### src/rtl/assert_macros.svh
// Assertion macros used by the bus-over-SPI master core.
// No dependencies; include by bare file name.
`ifndef ASSERT_MACROS_SVH
`define ASSERT_MACROS_SVH

// Same-cycle implication, clocked on aclk, quiet in reset.
`define ASSERT_SAME(label, ante, cons, msg) \
    label: assert property (@(posedge aclk) disable iff (!aresetn) (ante) |-> (cons)) \
        else $error(msg);

// Next-cycle implication, clocked on aclk, quiet in reset.
`define ASSERT_NEXT(label, ante, cons, msg) \
    label: assert property (@(posedge aclk) disable iff (!aresetn) (ante) |=> (cons)) \
        else $error(msg);

`endif

### src/rtl/wbspi_pkg.sv
// Constants and codes for the bus-over-SPI byte master.
// No dependencies.
package wbspi_pkg;

    typedef enum logic [1:0] {
        OP_START_READ  = 2'd0,
        OP_START_WRITE = 2'd1,
        OP_EXCHANGE    = 2'd2,
        OP_UNUSED      = 2'd3
    } op_t;

    typedef enum logic [1:0] {
        ST_OK      = 2'd0,
        ST_TIMEOUT = 2'd1,
        ST_MARKER  = 2'd2,
        ST_UNUSED  = 2'd3
    } status_t;

    localparam logic [7:0] CMD_READ    = 8'h01;
    localparam logic [7:0] CMD_WRITE   = 8'h00;
    localparam logic [7:0] MARK_READ   = 8'h01;
    localparam logic [7:0] MARK_WRITE  = 8'h00;
    localparam logic [7:0] BUSY_BYTE   = 8'hFF;
    localparam logic [7:0] POLL_BYTE   = 8'h00;
    localparam logic [9:0] POLL_RESET  = 10'd256;
    localparam logic [3:0] READ_HDR    = 4'd5;
    localparam logic [3:0] WRITE_HDR   = 4'd9;
    localparam logic [3:0] DATA_BYTES  = 4'd4;

endpackage

### src/rtl/wishbone_over_spi_master_core.sv
// Bus-over-SPI byte master: one SPI byte exchange or request per transaction,
// one result per transaction. Depends on wbspi_pkg and assert_macros.svh.
//
// Takes one transaction per clock while the output is not stalled and delivers
// its result through an input register, then a result register; the loop is the
// phase state with its byte and poll counters. A start sends the command byte,
// then the address (and for a write the data word) big-endian, then 0x00 poll
// bytes while the target answers 0xFF, up to poll_limit of them (at least one);
// a read then collects four data bytes. A start while busy aborts silently.
// poll_limit may only be written while no transaction is in flight.
`include "assert_macros.svh"

module wishbone_over_spi_master_core (
    input  logic        aclk,
    input  logic        aresetn,
    input  logic        poll_limit_we,
    input  logic [9:0]  poll_limit_wdata,
    input  logic        s_tvalid,
    output logic        s_tready,
    // address[31:0], write_data[63:32], miso_byte[71:64]
    input  logic [71:0] s_tdata,
    // op[1:0]
    input  wbspi_pkg::op_t s_tuser,
    output logic        m_tvalid,
    input  logic        m_tready,
    // mosi_byte[7:0], select_active[8], status[10:9], read_data[42:11], zero[47:43]
    output logic [47:0] m_tdata,
    // send_byte[0], done_res[1]
    output logic [1:0]  m_tuser
);
    import wbspi_pkg::*;

    typedef enum logic [2:0] {
        PH_IDLE = 3'd0,
        PH_SEND = 3'd1,
        PH_POLL = 3'd2,
        PH_DATA = 3'd3
    } phase_t;

    logic [9:0]  poll_limit_reg;
    logic        in_valid_reg;
    op_t         in_op_reg;
    logic [31:0] in_address_reg;
    logic [31:0] in_write_data_reg;
    logic [7:0]  in_miso_reg;

    phase_t      phase_reg, phase_next;
    logic [3:0]  byte_index_reg, byte_index_next;
    logic [9:0]  poll_count_reg, poll_count_next;
    logic        is_write_reg, is_write_next;
    logic [31:0] held_address_reg, held_address_next;
    logic [31:0] held_write_data_reg, held_write_data_next;
    logic [31:0] read_shift_reg, read_shift_next;

    logic        out_valid_reg;
    logic [7:0]  mosi_byte_reg, mosi_byte_next;
    logic        send_byte_reg, send_byte_next;
    logic        select_active_reg, select_active_next;
    logic        done_res_reg, done_res_next;
    status_t     status_reg, status_next;
    logic [31:0] read_data_reg, read_data_next;

    logic        out_free;
    logic        fire;
    logic [9:0]  limit;
    logic [3:0]  index_inc;
    logic [9:0]  poll_inc;
    logic [31:0] shift_in;

    function automatic logic [7:0] header_byte(input logic [3:0] idx, input logic wr,
                                               input logic [31:0] addr,
                                               input logic [31:0] wdata);
        logic [7:0] b;
        case (idx)
            4'd0:    b = wr ? CMD_WRITE : CMD_READ;
            4'd1:    b = addr[31:24];
            4'd2:    b = addr[23:16];
            4'd3:    b = addr[15:8];
            4'd4:    b = addr[7:0];
            4'd5:    b = wdata[31:24];
            4'd6:    b = wdata[23:16];
            4'd7:    b = wdata[15:8];
            4'd8:    b = wdata[7:0];
            default: b = 8'h00;
        endcase
        return b;
    endfunction

    assign out_free = !out_valid_reg || m_tready;
    assign s_tready = !in_valid_reg || out_free;
    assign fire     = in_valid_reg && out_free;

    assign limit     = (poll_limit_reg == 10'd0) ? 10'd1 : poll_limit_reg;
    assign index_inc = byte_index_reg + 4'd1;
    assign poll_inc  = poll_count_reg + 10'd1;
    assign shift_in  = {read_shift_reg[23:0], in_miso_reg};

    always_comb begin
        phase_next           = phase_reg;
        byte_index_next      = byte_index_reg;
        poll_count_next      = poll_count_reg;
        is_write_next        = is_write_reg;
        held_address_next    = held_address_reg;
        held_write_data_next = held_write_data_reg;
        read_shift_next      = read_shift_reg;
        mosi_byte_next       = 8'h00;
        send_byte_next       = 1'b0;
        select_active_next   = 1'b0;
        done_res_next        = 1'b0;
        status_next          = ST_OK;
        read_data_next       = 32'd0;

        if (in_op_reg == OP_START_READ || in_op_reg == OP_START_WRITE) begin
            is_write_next        = (in_op_reg == OP_START_WRITE);
            held_address_next    = in_address_reg;
            held_write_data_next = in_write_data_reg;
            byte_index_next      = 4'd0;
            poll_count_next      = 10'd0;
            read_shift_next      = 32'd0;
            phase_next           = PH_SEND;
            mosi_byte_next       = (in_op_reg == OP_START_WRITE) ? CMD_WRITE : CMD_READ;
            send_byte_next       = 1'b1;
            select_active_next   = 1'b1;
        end else if (in_op_reg == OP_UNUSED || phase_reg == PH_IDLE) begin
            select_active_next = (phase_reg != PH_IDLE);
        end else begin
            case (phase_reg)
                PH_SEND: begin
                    send_byte_next     = 1'b1;
                    select_active_next = 1'b1;
                    if (index_inc < (is_write_reg ? WRITE_HDR : READ_HDR)) begin
                        byte_index_next = index_inc;
                        mosi_byte_next  = header_byte(index_inc, is_write_reg,
                                                      held_address_reg, held_write_data_reg);
                    end else begin
                        phase_next      = PH_POLL;
                        poll_count_next = 10'd0;
                        byte_index_next = 4'd0;
                        mosi_byte_next  = POLL_BYTE;
                    end
                end
                PH_POLL: begin
                    poll_count_next = poll_inc;
                    if (in_miso_reg != BUSY_BYTE) begin
                        if (!is_write_reg && in_miso_reg == MARK_READ) begin
                            phase_next         = PH_DATA;
                            byte_index_next    = 4'd0;
                            read_shift_next    = 32'd0;
                            mosi_byte_next     = POLL_BYTE;
                            send_byte_next     = 1'b1;
                            select_active_next = 1'b1;
                        end else begin
                            phase_next    = PH_IDLE;
                            done_res_next = 1'b1;
                            status_next   = (is_write_reg && in_miso_reg == MARK_WRITE)
                                            ? ST_OK : ST_MARKER;
                        end
                    end else if (poll_inc >= limit) begin
                        phase_next    = PH_IDLE;
                        done_res_next = 1'b1;
                        status_next   = ST_TIMEOUT;
                    end else begin
                        mosi_byte_next     = POLL_BYTE;
                        send_byte_next     = 1'b1;
                        select_active_next = 1'b1;
                    end
                end
                PH_DATA: begin
                    read_shift_next = shift_in;
                    if (index_inc >= DATA_BYTES) begin
                        phase_next      = PH_IDLE;
                        byte_index_next = 4'd0;
                        done_res_next   = 1'b1;
                        read_data_next  = shift_in;
                    end else begin
                        byte_index_next    = index_inc;
                        mosi_byte_next     = POLL_BYTE;
                        send_byte_next     = 1'b1;
                        select_active_next = 1'b1;
                    end
                end
                default: begin
                    phase_next = PH_IDLE;
                end
            endcase
        end
    end

    always_ff @(posedge aclk) begin
        if (!aresetn) begin
            poll_limit_reg      <= POLL_RESET;
            in_valid_reg        <= 1'b0;
            out_valid_reg       <= 1'b0;
            in_op_reg           <= OP_UNUSED;
            in_address_reg      <= 32'd0;
            in_write_data_reg   <= 32'd0;
            in_miso_reg         <= 8'h00;
            phase_reg           <= PH_IDLE;
            byte_index_reg      <= 4'd0;
            poll_count_reg      <= 10'd0;
            is_write_reg        <= 1'b0;
            held_address_reg    <= 32'd0;
            held_write_data_reg <= 32'd0;
            read_shift_reg      <= 32'd0;
            mosi_byte_reg       <= 8'h00;
            send_byte_reg       <= 1'b0;
            select_active_reg   <= 1'b0;
            done_res_reg        <= 1'b0;
            status_reg          <= ST_OK;
            read_data_reg       <= 32'd0;
        end else begin
            if (poll_limit_we) begin
                poll_limit_reg <= poll_limit_wdata;
            end
            if (s_tready) begin
                in_valid_reg <= s_tvalid;
            end
            if (out_free) begin
                out_valid_reg <= in_valid_reg;
            end
            if (s_tready && s_tvalid) begin
                in_op_reg         <= s_tuser;
                in_address_reg    <= s_tdata[31:0];
                in_write_data_reg <= s_tdata[63:32];
                in_miso_reg       <= s_tdata[71:64];
            end
            if (fire) begin
                phase_reg           <= phase_next;
                byte_index_reg      <= byte_index_next;
                poll_count_reg      <= poll_count_next;
                is_write_reg        <= is_write_next;
                held_address_reg    <= held_address_next;
                held_write_data_reg <= held_write_data_next;
                read_shift_reg      <= read_shift_next;
                mosi_byte_reg       <= mosi_byte_next;
                send_byte_reg       <= send_byte_next;
                select_active_reg   <= select_active_next;
                done_res_reg        <= done_res_next;
                status_reg          <= status_next;
                read_data_reg       <= read_data_next;
            end
        end
    end

    assign m_tvalid = out_valid_reg;
    assign m_tdata  = {5'd0, read_data_reg, status_reg, select_active_reg, mosi_byte_reg};
    assign m_tuser  = {done_res_reg, send_byte_reg};

    `ASSERT_SAME(a_done_releases, out_valid_reg && done_res_reg,
                 !send_byte_reg && !select_active_reg, "done result still drives the link")
    `ASSERT_SAME(a_status_on_done, out_valid_reg && status_reg != ST_OK, done_res_reg,
                 "error status without done")
    `ASSERT_NEXT(a_done_to_idle, fire && done_res_next, phase_reg == PH_IDLE,
                 "phase not idle after done")
    `ASSERT_SAME(a_send_index, phase_reg == PH_SEND, byte_index_reg < WRITE_HDR,
                 "header index out of range")

endmodule
### config.mk
export PLATFORM = sky130hd
export DESIGN_NAME = wishbone_over_spi_master_core
export DESIGN_NICKNAME = d
export VERILOG_FILES = /design/src/rtl/wbspi_pkg.sv /design/src/rtl/wishbone_over_spi_master_core.sv
export VERILOG_INCLUDE_DIRS = /design/src /design/src/rtl
export SDC_FILE = /design/constraint.sdc
export NUM_CORES = 1
export LEC_CHECK = 0
export ABC_AREA = 1
export CAP_MARGIN = 20
export CORE_MARGIN = 3
export CORE_UTILIZATION = 40
export DETAILED_ROUTE_END_ITERATION = 8
export DONT_BUFFER_PORTS = 1
export MAX_ROUTING_LAYER = met4
export RECOVER_POWER = 25
export SETUP_SLACK_MARGIN = 0.05
export SKIP_LAST_GASP = 1
export SYNTH_ARGS = -nofsm -noshare
export SYNTH_HDL_FRONTEND = slang
export SYNTH_SLANG_ARGS = --single-unit
### constraint.sdc
create_clock -name aclk -period 2.08 [get_ports aclk]
set_input_delay 0.208 -clock aclk [delete_from_list [all_inputs] [get_ports aclk]]
set_output_delay 0.208 -clock aclk [all_outputs]
set_load 0.01 [all_outputs]
Word-level counts from Yosys, hierarchy flattened

Index checks and enable logic that the tools add are counted.

Bits in registers: 237
Latch bits: 0
Memory bits (writable): 0
Bits in read-only memories: 0
Output and inout port bits: 52
Logic and storage cells: 131
Memories kept: 0

$add $sub $neg: 2
$mul: 0
Div/mod/pow operators: 0
Order comparisons: 3
Equality and inequality tests: 21
Shift operators: 0
Mux-type cells: 60
Bitwise gates (word level): 0
Reductions and logical operators: 25

Operator list:

| cell                    | number |
|---|---|
| $mux W32                | 4 |
| $mux W24                | 4 |
| $pmux W8 S9             | 1 |
| $pmux W24 S2            | 1 |
| $mux W10                | 4 |
| $mux W8                 | 4 |
| $mux W4                 | 7 |
| $pmux W10 S2            | 1 |
| $mux W3                 | 6 |
| $mux W1                 | 17 |
| $eq A4 B3 Y1 const B    | 4 |
| $reduce_and A5 Y1       | 3 |
| $mux W2                 | 7 |
| $ne A3 B3 Y1 const B    | 4 |
| $pmux W4 S3             | 1 |
| $add A10 B1 Y10 const B | 1 |
| $ge A10 B10 Y1          | 1 |
| $logic_not A10 Y1       | 1 |
| $pmux W3 S3             | 1 |
| $reduce_bool A3 Y1      | 3 |
| $eq A4 B2 Y1 const B    | 2 |
| $eq A8 B1 Y1 const B    | 1 |
| $logic_not A8 Y1        | 1 |
| $ne A8 B8 Y1 const B    | 1 |
| 22 further kinds        | 31 |

Longest topological paths before layout

Gate-level depths: netlist of the first run.

Word-level depth: 8
Gate-level depth with buffers: 20

Worst setup path before layout of the first run

Ideal clock, no wire load.

Path type: reg2reg
From: register poll_count_reg[0]
To: register select_active_reg
Arrival time: 2,132 ps
Required time: 1,971 ps
Setup slack: -161 ps
Stages on the path, launching flop included: 20
Clock period less this slack: 2,241 ps
Path through: dfxtp_1 > inv_1 > nor3_1 > nand2_1 > nor2_1 > nand3_1 > xor2_1 > inv_1 > ha_1 > nand2_1 > nor2_1 > nand3_1 > nand4_1 > nand2_1 > nand2_1 > nand2_1 > nand2_1 > nand3_1 > nand2_1 > inv_1

Longest elaborated chain between the ends: 7

Ends and longest elaborated chain:

| item                     | line                                 | RTL |
|---|---|---|
| start: declaration       | wishbone_over_spi_master_core.sv:49  | `logic [9:0] poll_count_reg, poll_count_next;` |
| start signal: assignment | wishbone_over_spi_master_core.sv:230 | `poll_count_reg <= poll_count_next;` |
| $add A10 B1 Y10          | wishbone_over_spi_master_core.sv:95  | `assign poll_inc = poll_count_reg + 10'd1;` |
| $ge A10 B10 Y1           | wishbone_over_spi_master_core.sv:158 | `end else if (poll_inc >= limit) begin` |
| $mux W1                  | wishbone_over_spi_master_core.sv:158 |  |
| $mux W1                  | wishbone_over_spi_master_core.sv:144 | `if (in_miso_reg != BUSY_BYTE) begin` |
| $pmux W1 S3              | wishbone_over_spi_master_core.sv:127 | `case (phase_reg)` |
| $mux W1                  | wishbone_over_spi_master_core.sv:124 | `end else if (in_op_reg == OP_UNUSED \|\| phase_reg == PH_IDLE) begin` |
| $mux W1                  | wishbone_over_spi_master_core.sv:113 | `if (in_op_reg == OP_START_READ \|\| in_op_reg == OP_START_WRITE) begin` |
| end signal: assignment   | wishbone_over_spi_master_core.sv:237 | `select_active_reg <= select_active_next;` |
| end: declaration         | wishbone_over_spi_master_core.sv:58  | `logic select_active_reg, select_active_next;` |

No other way between the ends.
A chain may end at the register's enable or synchronous reset.

Worst setup path after layout of the first run

Same ends and word-level chain as after synthesis.

==> summary.txt, run 1 <==
Outcome
  • Status: complete, but fails checks
  • Failing checks: negative setup slack

Clock network
  • Clock sink count: 236
  • Clock-pin slew on the worst setup and hold paths: 60 ps
  • Max Buffers Root-to-Sink: 3
  • CTS tree: built
  • Number of CTS-inserted buffers: 26
  • Depth of the CTS H-tree: 1
  • Clk root buf: clkbuf_16
  • Latest clock arrival within the worst-skew pair: 540 ps

Timing
  • Final worst slack: -259 ps
  • Max Fclk: 428 MHz
  • Worst-Margin Slew: 593 ps
  • Min Clock Period, post-route: 2340 ps
  • Unrepaired setup endpoints after global routing: yes
  • Final Max Tran Viols: 0
  • Worst slew margin: 60.4%
  • Final Setup Violations: 14
  • Period utilization: 112%
  • Fin. Hold Viols: 0
  • Worst Skew: 17.1 ps

Drt
  • First-pass DRT Iterations: 5
  • DRC: 0
  • DR WL/cell: 14.9 µm
  • Aggregate routed wire length: 26.9 mm
  • Starting DRT DRC Count: 532
  • Vias: 8966
  • Antenna Nets Post-Route: 0
  • Routed vias/inst: 4.99

Place
  • IO Port Bufs: 0
  • Gpl congestion: 0.893
  • HPWL Detailed: 17.8 mm
  • Placed Instances: 1650

GRT
  • Total grt overflow: 0
  • Initial antenna violation count: 0
  • All-Layer GR Usage: 19.9%
  • First-pass GRT wire length: 43.3 mm
  • Vias in the first global route: 8678
  • Largest net degree at the start of global routing: 113

Logic synthesis
  • EDFF count, synth: 0
  • Top cells by area, synth: dfxtp_1 47%, nand2_1 11%, nor2_1 8.1%
  • Flops & latches, synth: 236
  • Cell area after synthesis: 0.0100 mm²
  • Synth warn: 0
  • Most common cell in the netlist: nand2_1
  • Syn avg cell area: 7.37 µm²
  • Largest area contributor in the netlist: dfxtp_1
  • Sequential-to-total area share from yosys stat: 47.2%
  • Library cells used by synthesis: 43
  • Yosys top cell area share: 47.2%
  • Synthesized instance count: 1359
  • Async SR Flop Fraction: 0%
  • Top cells by count, synth: 281 x nand2_1, 236 x dfxtp_1, 215 x nor2_1
  • Top FF cell, synth: dfxtp_1

Layout
  • Seq. cell area: 0.00474 mm²
  • Share of layout cells above drive strength 1: 14.1%
  • Area grow syn2layout: 26.8%
  • Filler cells: 2360
  • Diode count: 0
  • Fin cells: 1797
  • Multi-input logic area: 0.00493 mm²
  • Fin util: 51.9%
  • Nets@finish: 1569

Die
  • Core Footprint: 0.0245 mm²
  • Die H: 164 µm
  • Starting Density: 40.9%
  • Die extent in x: 164 µm
  • Die Area: 0.0270 mm²
  • Ports: 141
  • Num rows: 57

Setup path
  • R2R setup slack: -260 ps
  • Worst path max stage delay: 350 ps
  • Reg2reg start: poll_count_reg[0]
  • R2r worst-path depth: 19
  • Worst setup EP type: flop
  • CP top delay family: simple AND/OR/NAND/NOR gates
  • Cell mode on critical path: nand2_1
  • Slowest stage cell on the critical path: dfxtp_2
  • CP cell instances: inv_2, nor3_4, nand2_1, nor2_2, nand3_1, xor2_1, inv_2, ha_4, nand2_2, nor2_2, nand2_1, nand4_1, nand2_1, nand2_1, nand2_1, nand2_1, nand3_1, nand2_1, inv_1
  • Worst EP arrival: 2760 ps
  • Setup CP Type: reg2reg
  • Worst Path Max Fanout: 3
  • Terminus of the critical flop-to-flop path: select_active_reg
  • Required @ worst endpoint: 2500 ps
  • Critical path buffers and inverters: 3
  • Crit path launch type: flop

Power and ir drop
  • P per Cell Area: 769 mW/mm²
  • Peak VDD IR: 0.000574 V
  • Leakage: 5.01 nW

Flow run
  • Max-capacitance violation count: 0

Worst hold path
  • WHS Endpoint: poll_limit_reg[5]
  • Worst hold path class: in2reg
  • Hold Path Cell Cnt: 2
  • Min-Delay Startpoint: poll_limit_we
cells by family (layout without fill, tap and decap cells):
kind of cell | count (synthesis) | after routing | share of synthesized area [%]
buffers and inverters | 171 | 279 | 7.03
flip-flops | 236 | 236 | 47.2
AND/OR/NAND/NOR | 633 | 634 | 26.7
adder cells (fa/ha/maj) | 21 | 21 | 2.62
XOR/XNOR | 10 | 10 | 1.25
other | 1 | 5 | 0.0374
AO/OA/AOI/OAI | 287 | 288 | 15.2
layer usage:
layer / GRT usage (%) / vias to the layer above / part of all wire, %
li1: - / 4624 / -
met1: 24.9 / 4072 / 44
met2: 33.6 / 222 / 48
met3: 3.66 / 48 / 6.1
met4: 4.54 / 0 / 2.2
met5: - / - / 0
stage by stage:
| stage | area (µm²) | hold slack (ps) | power, mW | setup TNS [ps] | worst slack (ps) |
|---|---|---|---|---|---|
| after floorplan | 10100 | 319 | 5.31 | -150 | -37.6 |
| after CTS | 12300 | 51.6 | 9.84 | -1020 | -211 |
| final | 12700 | 77.7 | 9.77 | -1210 | -259 |
| after global placement | 10600 | 318 | 5.45 | -870 | -195 |
| after detailed placement | 10600 | 329 | 5.46 | -1540 | -246 |
| after global routing | 12700 | 88.7 | 10.2 | -4490 | -471 |
worst max path at each step:
stage               cells past startpoint               from           endpoint  slack [ps]
global placement                       19  poll_count_reg[1]  select_active_reg        -200
CTS                                    17  poll_count_reg[1]  select_active_reg        -210
floorplan                              19  poll_count_reg[2]  select_active_reg         -40
global route                           19  poll_count_reg[0]  select_active_reg        -470
detailed placement                     19  poll_count_reg[1]  select_active_reg        -250
finish                                 19  poll_count_reg[0]  select_active_reg        -260
cell usage in the layout, fill, tap and decap left out, drive strengths merged, types with 2 or more instances in the layout:
cell,count
inv,81
clkinv,8
a21oi,152
dlygate4sd3,86
ha,21
xor2,8
a22oi,8
clkbuf,36
nor4,2
nand2,286
o21ai,116
o311ai,3
xnor2,2
nor2,231
buf,67
nand4,8
a211oi,5
nor3,6
nand3,99
conb,5
dfxtp,236
cell type report:
type	count	share of cell area, %
multi-input combinational	958	38.8
sequential	236	37.3
timing repair buffer	154	12.0
clock buffer	35	5.70
tap	324	3.19
inverter	83	2.55
clock inverter	7	0.364
what timing repair did:
item | in CTS | in global routing
gates resized for setup | 14 | 57
endpoints found under the hold margin | 114 | 0
setup endpoints to repair | 32 | 77
buffers inserted | 6 | 9
gates cloned | 1 | 2
pin swaps | 11 | 24
hold buffers | 87 | 0
power by group:
group	switching (mW)	internal, mW	leakage (nW)
Sequential	0.0932	4.67	1.93
Clock	1.78	2.42	0.385
Combinational	0.481	0.328	2.70
Power figures use the tool's default switching activity.
==> run 2, diff against run 1 <==
Settings changed: HOLD_SLACK_MARGIN set to 0.12, PLACE_DENSITY set to 0.6.
==> summary.txt, run 2 (synthesis results as in run 1) <==
Drt
  • Routed vias/inst: 5.01 (+0.38%)
  • DR WL/cell: 15.0 µm (+0.38%)
  • Vias: 9010 (+0.49%)
  • Aggregate routed wire length: 27.0 mm (+0.49%)
  • Antenna Nets Post-Route: 0 (unchanged)
  • DRC: 0 (unchanged)
  • First-pass DRT Iterations: 5 (unchanged)
  • Starting DRT DRC Count: 509 (-4.3%)

Setup path
  • Reg2reg start: poll_count_reg[0]
  • Required @ worst endpoint: 2500 ps (about the same)
  • Crit path launch type: flop
  • Worst setup EP type: flop
  • Worst Path Max Fanout: 3 (unchanged)
  • Crit path from: poll_count_reg[0]
  • Slowest stage cell on the critical path: dfxtp_2
  • CP top delay family: simple AND/OR/NAND/NOR gates
  • Worst EP arrival: 2760 ps (about the same)
  • Worst path max stage delay: 350 ps (about the same)
  • Setup CP Type: reg2reg
  • Critical path buffers and inverters: 3 (unchanged)
  • Cell mode on critical path: nand2_1
  • CP cell instances: inv_2, nor3_4, nand2_1, nor2_2, nand3_1, xor2_1, inv_2, ha_4, nand2_2, nor2_2, nand2_1, nand4_1, nand2_1, nand2_1, nand2_1, nand2_1, nand3_1, nand2_1, inv_1

Die
  • Core Footprint: 0.0245 mm² (unchanged)
  • Ports: 141 (unchanged)
  • Num rows: 57 (unchanged)
  • Die extent in x: 164 µm (unchanged)
  • Die H: 164 µm (unchanged)
  • Die Area: 0.0270 mm² (unchanged)
  • Starting Density: 40.9% (unchanged)

GRT
  • Largest net degree at the start of global routing: 113 (unchanged)
  • Vias in the first global route: 8708 (+0.35%)
  • All-Layer GR Usage: 20.0% (+0.044 points)
  • First-pass GRT wire length: 43.4 mm (+0.26%)
  • Initial antenna violation count: 0 (unchanged)
  • Total grt overflow: 0 (unchanged)

Place
  • HPWL Detailed: 17.8 mm (unchanged)
  • Placed Area: 0.0106 mm² (unchanged)
  • IO Port Bufs: 0 (unchanged)
  • Gpl congestion: 0.893 (unchanged)

Clock network
  • Max Buffers Root-to-Sink: 3 (unchanged)
  • Clk root buf: clkbuf_16
  • Clock-pin slew on the worst setup and hold paths: 60 ps (about the same)
  • Clock sink count: 236 (unchanged)
  • Depth of the CTS H-tree: 1 (unchanged)
  • Number of CTS-inserted buffers: 26 (unchanged)
  • Latest clock arrival within the worst-skew pair: 540 ps (about the same)
  • CTS tree: built

Timing
  • Worst-Margin Slew: 1060 ps (+467 ps)
  • Period utilization: 112% (about the same)
  • Worst Skew: 14.9 ps (-2.21 ps)
  • Final Setup Violations: 13 (-1)
  • Worst slew margin: 29.3% (-31 points)
  • Final Max Tran Viols: 0 (unchanged)
  • Unrepaired setup endpoints after global routing: yes
  • Final worst slack: -258 ps (+1.20 ps)
  • Min Clock Period, post-route: 2340 ps (-1.20 ps)
  • Max Fclk: 428 MHz (about the same)
  • Fin. Hold Viols: 0 (unchanged)

Worst hold path
  • Worst hold path class: in2reg
  • Min-Delay Startpoint: aresetn

Layout
  • Area grow syn2layout: 26.8% (unchanged)
  • Leading cell type in the layout, fill and taps excluded: nand2_1
  • Filler cells: 2358 (-0.085%)
  • Nets@finish: 1571 (+0.13%)
  • Most frequent cells in the layout: 263 x nand2_1, 229 x dfxtp_1, 210 x nor2_1, 143 x a21oi_1, 107 x o21ai_0
  • Diode count: 0 (unchanged)
  • Share of layout cells above drive strength 1: 14.1% (-0.019 points)
  • Post-layout instance area: 0.0127 mm² (unchanged)

Power and ir drop
  • Peak VDD IR: 0.000574 V (about the same)
  • Total Power: 9.78 mW (about the same)
  • P per Cell Area: 770 mW/mm² (about the same)
  • Leakage: 5.01 nW (about the same)

Flow run
  • Max-capacitance violation count: 0 (unchanged)

Outcome
  • Status: complete, but fails checks
  • Failing checks: negative setup slack
-- run 2: power breakdown --
group / switching, mW / internal [mW] / total [mW]
combinational: 0.484 / 0.328 / 0.812
sequential: 0.0933 / 4.67 / 4.76
clock: 1.79 / 2.42 / 4.20
-- run 2: worst reg2reg max path, delay by kind of cell (launching register included) --
| kind | cells | cell delay, ps |
|---|---|---|
| flops | 1 | 350 |
| fa+ha+maj | 1 | 290 |
| xor+xnor | 1 | 180 |
| buf+inv | 3 | 160 |
| simple gates | 14 | 1250 |
-- run 2: what timing repair did --
action                                 CTS  global route
gates resized for setup                 14            57
pin swaps                               11            24
setup endpoints to repair               32            77
endpoints found under the hold margin  114             0
hold buffers                            89             0
setup buffers                            6             9
cloned                                   1             2
-- run 2: layer usage --
| layer | track usage, % | share of wire [%] | vias up |
|---|---|---|---|
| met1 | 24.9 | 44 | 4120 |
| met5 | - | 0 | - |
| met2 | 33.7 | 48 | 219 |
| li1 | - | - | 4623 |
| met3 | 3.63 | 5.6 | 48 |
| met4 | 4.54 | 2.2 | 0 |
-- run 2: worst paths after layout --
path                             to  slack [ps]  cells past startpoint
setup / recovery  select_active_reg        -260                     19
hold / removal     mosi_byte_reg[4]         170                      2
setup reg to reg  select_active_reg        -260                     19
hold reg to reg   read_shift_reg[5]         450                      2
-- run 2: final cells by class --
class | count | area (µm²) | area share, %
flip-flops and latches | 236 | 4740 | 37.3
repair buffers | 156 | 1530 | 12.0
multi-input cells | 958 | 4930 | 38.8
clock buffers | 35 | 724 | 5.70
clock inverters | 7 | 46.3 | 0.364
inverters | 83 | 324 | 2.55
well taps | 324 | 405 | 3.19
-- run 2: through the flow --
stage	setup slack, ps	TNS [ps]	util (%)	instances	hold WS, ps
2_1_floorplan	-37.6	-150	-	1363	319
3_3_place_gp	-195	-870	43.3	1650	318
3_5_place_dp	-246	-1540	43.3	1650	329
4_1_cts	-211	-1020	50.6	1788	157
5_1_grt	-471	-4620	51.9	1799	195
6_report	-258	-1290	51.9	1799	168
==> run 3, diff against run 2 <==
Settings changed: ABC_AREA 1 to 0, CTS_BUF_LIST set to sky130_fd_sc_hd__clkbuf_4, SETUP_SLACK_MARGIN 0.05 to unset.
==> summary.txt, run 3 <==
Outcome
  • Status: complete, but fails checks
  • Failing checks: negative hold slack, negative setup slack

Layout
  • Leading cell type in the layout, fill and taps excluded: nand2_1
  • Area grow syn2layout: 30.2%
  • Most frequent cells in the layout: 310 x nand2_1, 228 x dfxtp_1, 139 x a21boi_0, 99 x clkbuf_4, 92 x dlygate4sd3_1
  • Fin util: 53.5% (+1.6 points)
  • Seq. cell area: 0.00474 mm² (about the same)
  • Filler cells: 2351 (-0.30%)
  • Nets@finish: 1511 (-3.8%)
  • Multi-input logic area: 0.00562 mm² (+14%)
  • Fin cells: 1774 (-1.4%)
  • Share of layout cells above drive strength 1: 20.0% (+5.9 points)

Logic synthesis
  • Flops & latches, synth: 236 (unchanged)
  • Cell area after synthesis: 0.0104 mm² (+4.2%)
  • Yosys top cell area share: 45.3% (-1.9 points)
  • Async SR Flop Fraction: 0% (unchanged)
  • Top cells by area, synth: dfxtp_1 45%, nand2_1 11%, a21boi_0 10%
  • Largest area contributor in the netlist: dfxtp_1
  • Synth warn: 0 (unchanged)
  • Top cells by count, synth: 315 x nand2_1, 236 x dfxtp_1, 139 x a21boi_0
  • Most common cell in the netlist: nand2_1
  • EDFF count, synth: 0 (unchanged)
  • Sequential-to-total area share from yosys stat: 45.3% (-1.9 points)
  • Syn avg cell area: 8.58 µm² (+16%)
  • Library cells used by synthesis: 69 (+60%)
  • Synthesized instance count: 1217 (-10%)
  • Top FF cell, synth: dfxtp_1

Die
  • Core Footprint: 0.0254 mm² (+3.8%)
  • Num rows: 58 (+1.8%)
  • Ports: 141 (unchanged)
  • Starting Density: 41.1% (+0.14 points)
  • Die H: 168 µm (+2.0%)
  • Die extent in x: 168 µm (+2.0%)
  • Die Area: 0.0281 mm² (+4.0%)

Worst hold path
  • Worst hold path class: in2reg
  • Hold Path Cell Cnt: 2 (unchanged)

GRT
  • Total grt overflow: 0 (unchanged)
  • Vias in the first global route: 9107 (+4.6%)
  • Largest net degree at the start of global routing: 240 (+110%)
  • All-Layer GR Usage: 21.1% (+1.1 points)
  • Initial antenna violation count: 1 (+1)
  • First-pass GRT wire length: 47.6 mm (+9.8%)

Clock network
  • Clock sink count: 236 (unchanged)
  • Latest clock arrival within the worst-skew pair: 660 ps (+120 ps)
  • Clock-pin slew on the worst setup and hold paths: 60 ps (about the same)
  • Clk root buf: clkbuf_4
  • CTS tree: built
  • Number of CTS-inserted buffers: 67 (+160%)
  • Depth of the CTS H-tree: 3 (+2)
  • Max Buffers Root-to-Sink: 3 (unchanged)

Drt
  • Routed vias/inst: 5.25 (+4.8%)
  • Vias: 9311 (+3.3%)
  • Aggregate routed wire length: 29.8 mm (+11%)
  • Starting DRT DRC Count: 525 (+3.1%)
  • First-pass DRT Iterations: 5 (unchanged)
  • DRC: 0 (unchanged)
  • Antenna Nets Post-Route: 0 (unchanged)
  • DR WL/cell: 16.8 µm (+12%)

Timing
  • Final Max Tran Viols: 0 (unchanged)
  • Period utilization: 116% (+3.9 points)
  • Setup TNS: -2150 ps (-858 ps)
  • Unrepaired setup endpoints after global routing: yes
  • Worst Skew: 35.1 ps (+20.2 ps)
  • Final worst slack: -340 ps (-82.1 ps)
  • Min Clock Period, post-route: 2420 ps (+82.1 ps)
  • Final Setup Violations: 16 (+3)
  • Fin. Hold Viols: 211 (+211)
  • Max Fclk: 413 MHz (-3.4%)
  • Worst hold slack: -302 ps (-470 ps)

Setup path
  • Required @ worst endpoint: 2650 ps (+150 ps)
  • Worst EP arrival: 2990 ps (+230 ps)
  • R2R setup slack: -340 ps (-80 ps)
  • Crit path launch type: flop
  • CP cell instances: ha_4, nand3_4, or2_4, nor2_4, xor2_2, ha_1, o21a_1, a21oi_2, o41a_1, nand4_1, and4b_1, nor3b_2
  • Worst setup EP type: flop
  • Worst path max stage delay: 360 ps (about the same)
  • Slowest stage cell on the critical path: dfxtp_4
  • R2r worst-path depth: 12 (-7)
  • Setup CP Type: reg2reg
  • Worst Path Max Fanout: 3 (unchanged)

Power and ir drop
  • Peak VDD IR: 0.000493 V (-14%)
  • Leakage: 4.96 nW (-1.1%)
  • P per Cell Area: 705 mW/mm² (-8.4%)

Place
  • Placed Instances: 1552 (-5.9%)
  • Gpl congestion: 0.939 (+5.2%)
  • DP Worst Slack: -423 ps (-178 ps)
  • HPWL Detailed: 19.2 mm (+7.8%)
  • IO Port Bufs: 0 (unchanged)

Flow run
  • Max-capacitance violation count: 0 (unchanged)
## run 3: layer usage
| metal | vias to the layer above | global-route usage (%) | wire length (µm) | share of wire (%) |
|---|---|---|---|---|
| met5 | - | - | 0 | 0 |
| met4 | 0 | 6.65 | 700 | 2.3 |
| met3 | 65 | 5.50 | 1900 | 6.4 |
| met2 | 257 | 34.3 | 14400 | 48 |
| met1 | 4373 | 25.6 | 12800 | 43 |
| li1 | 4616 | - | - | - |
## run 3: what timing repair did
| item | 4_1_cts | 5_1_grt |
|---|---|---|
| resized for setup | 30 | 45 |
| pin swaps | 16 | 24 |
| hold buffers | 88 | 4 |
| cloned | 1 | 1 |
| hold endpoints to repair | 236 | 224 |
| buffers inserted | 7 | 10 |
| endpoints found under the setup margin | 57 | 65 |
## run 3: path summary, 6_finish.rpt
path | from | end
max | poll_count_reg[0] | phase_reg[0]
min | s_tuser[1] | in_op_reg[1]
max reg2reg | poll_count_reg[0] | phase_reg[0]
min reg2reg | in_write_data_reg[8] | held_write_data_reg[8]
## run 3: stage by stage
step,instance area (µm²),power (mW)
finish,13600,9.58
global route,13600,10.1
floorplan,10500,5.16
detailed placement,11300,5.26
global placement,11300,5.25
CTS,13300,9.71
## run 3: kinds of logic after synthesis
| logic type | count (synthesis) | synth area share, % |
|---|---|---|
| AND/OR/NAND/NOR | 496 | 21.7 |
| adder cells (fa/ha/maj) | 21 | 2.52 |
| buffers and inverters | 109 | 4.57 |
| other | 1 | 0.0359 |
| XOR/XNOR | 10 | 0.839 |
| multiplexers | 17 | 1.71 |
| AO/OA/AOI/OAI | 327 | 23.4 |
| flip-flops | 236 | 45.3 |
## run 3: area by class of cell
type	count	share of cell area, %
Multi-Input combinational cell	876	41.3
Sequential cell	236	34.9
Timing Repair Buffer	203	14.1
Clock buffer	96	5.30
Tap cell	330	3.04
Clock inverter	15	0.829
Inverter	17	0.497
Antenna cell	1	0.0184
## run 3: power by group
group          internal (mW)  leakage, nW  total, mW  switching [mW]
combinational          0.328         2.55      0.613           0.286
sequential              4.63         1.92       4.70          0.0688
clock                   2.35        0.492       4.27            1.92
## run 3: critical path, delay by kind of cell (launching register included)
family	cells	cell delay, ps
simple gates	6	960
compound gates	3	460
fa+ha+maj	2	400
flops	1	360
xor+xnor	1	160
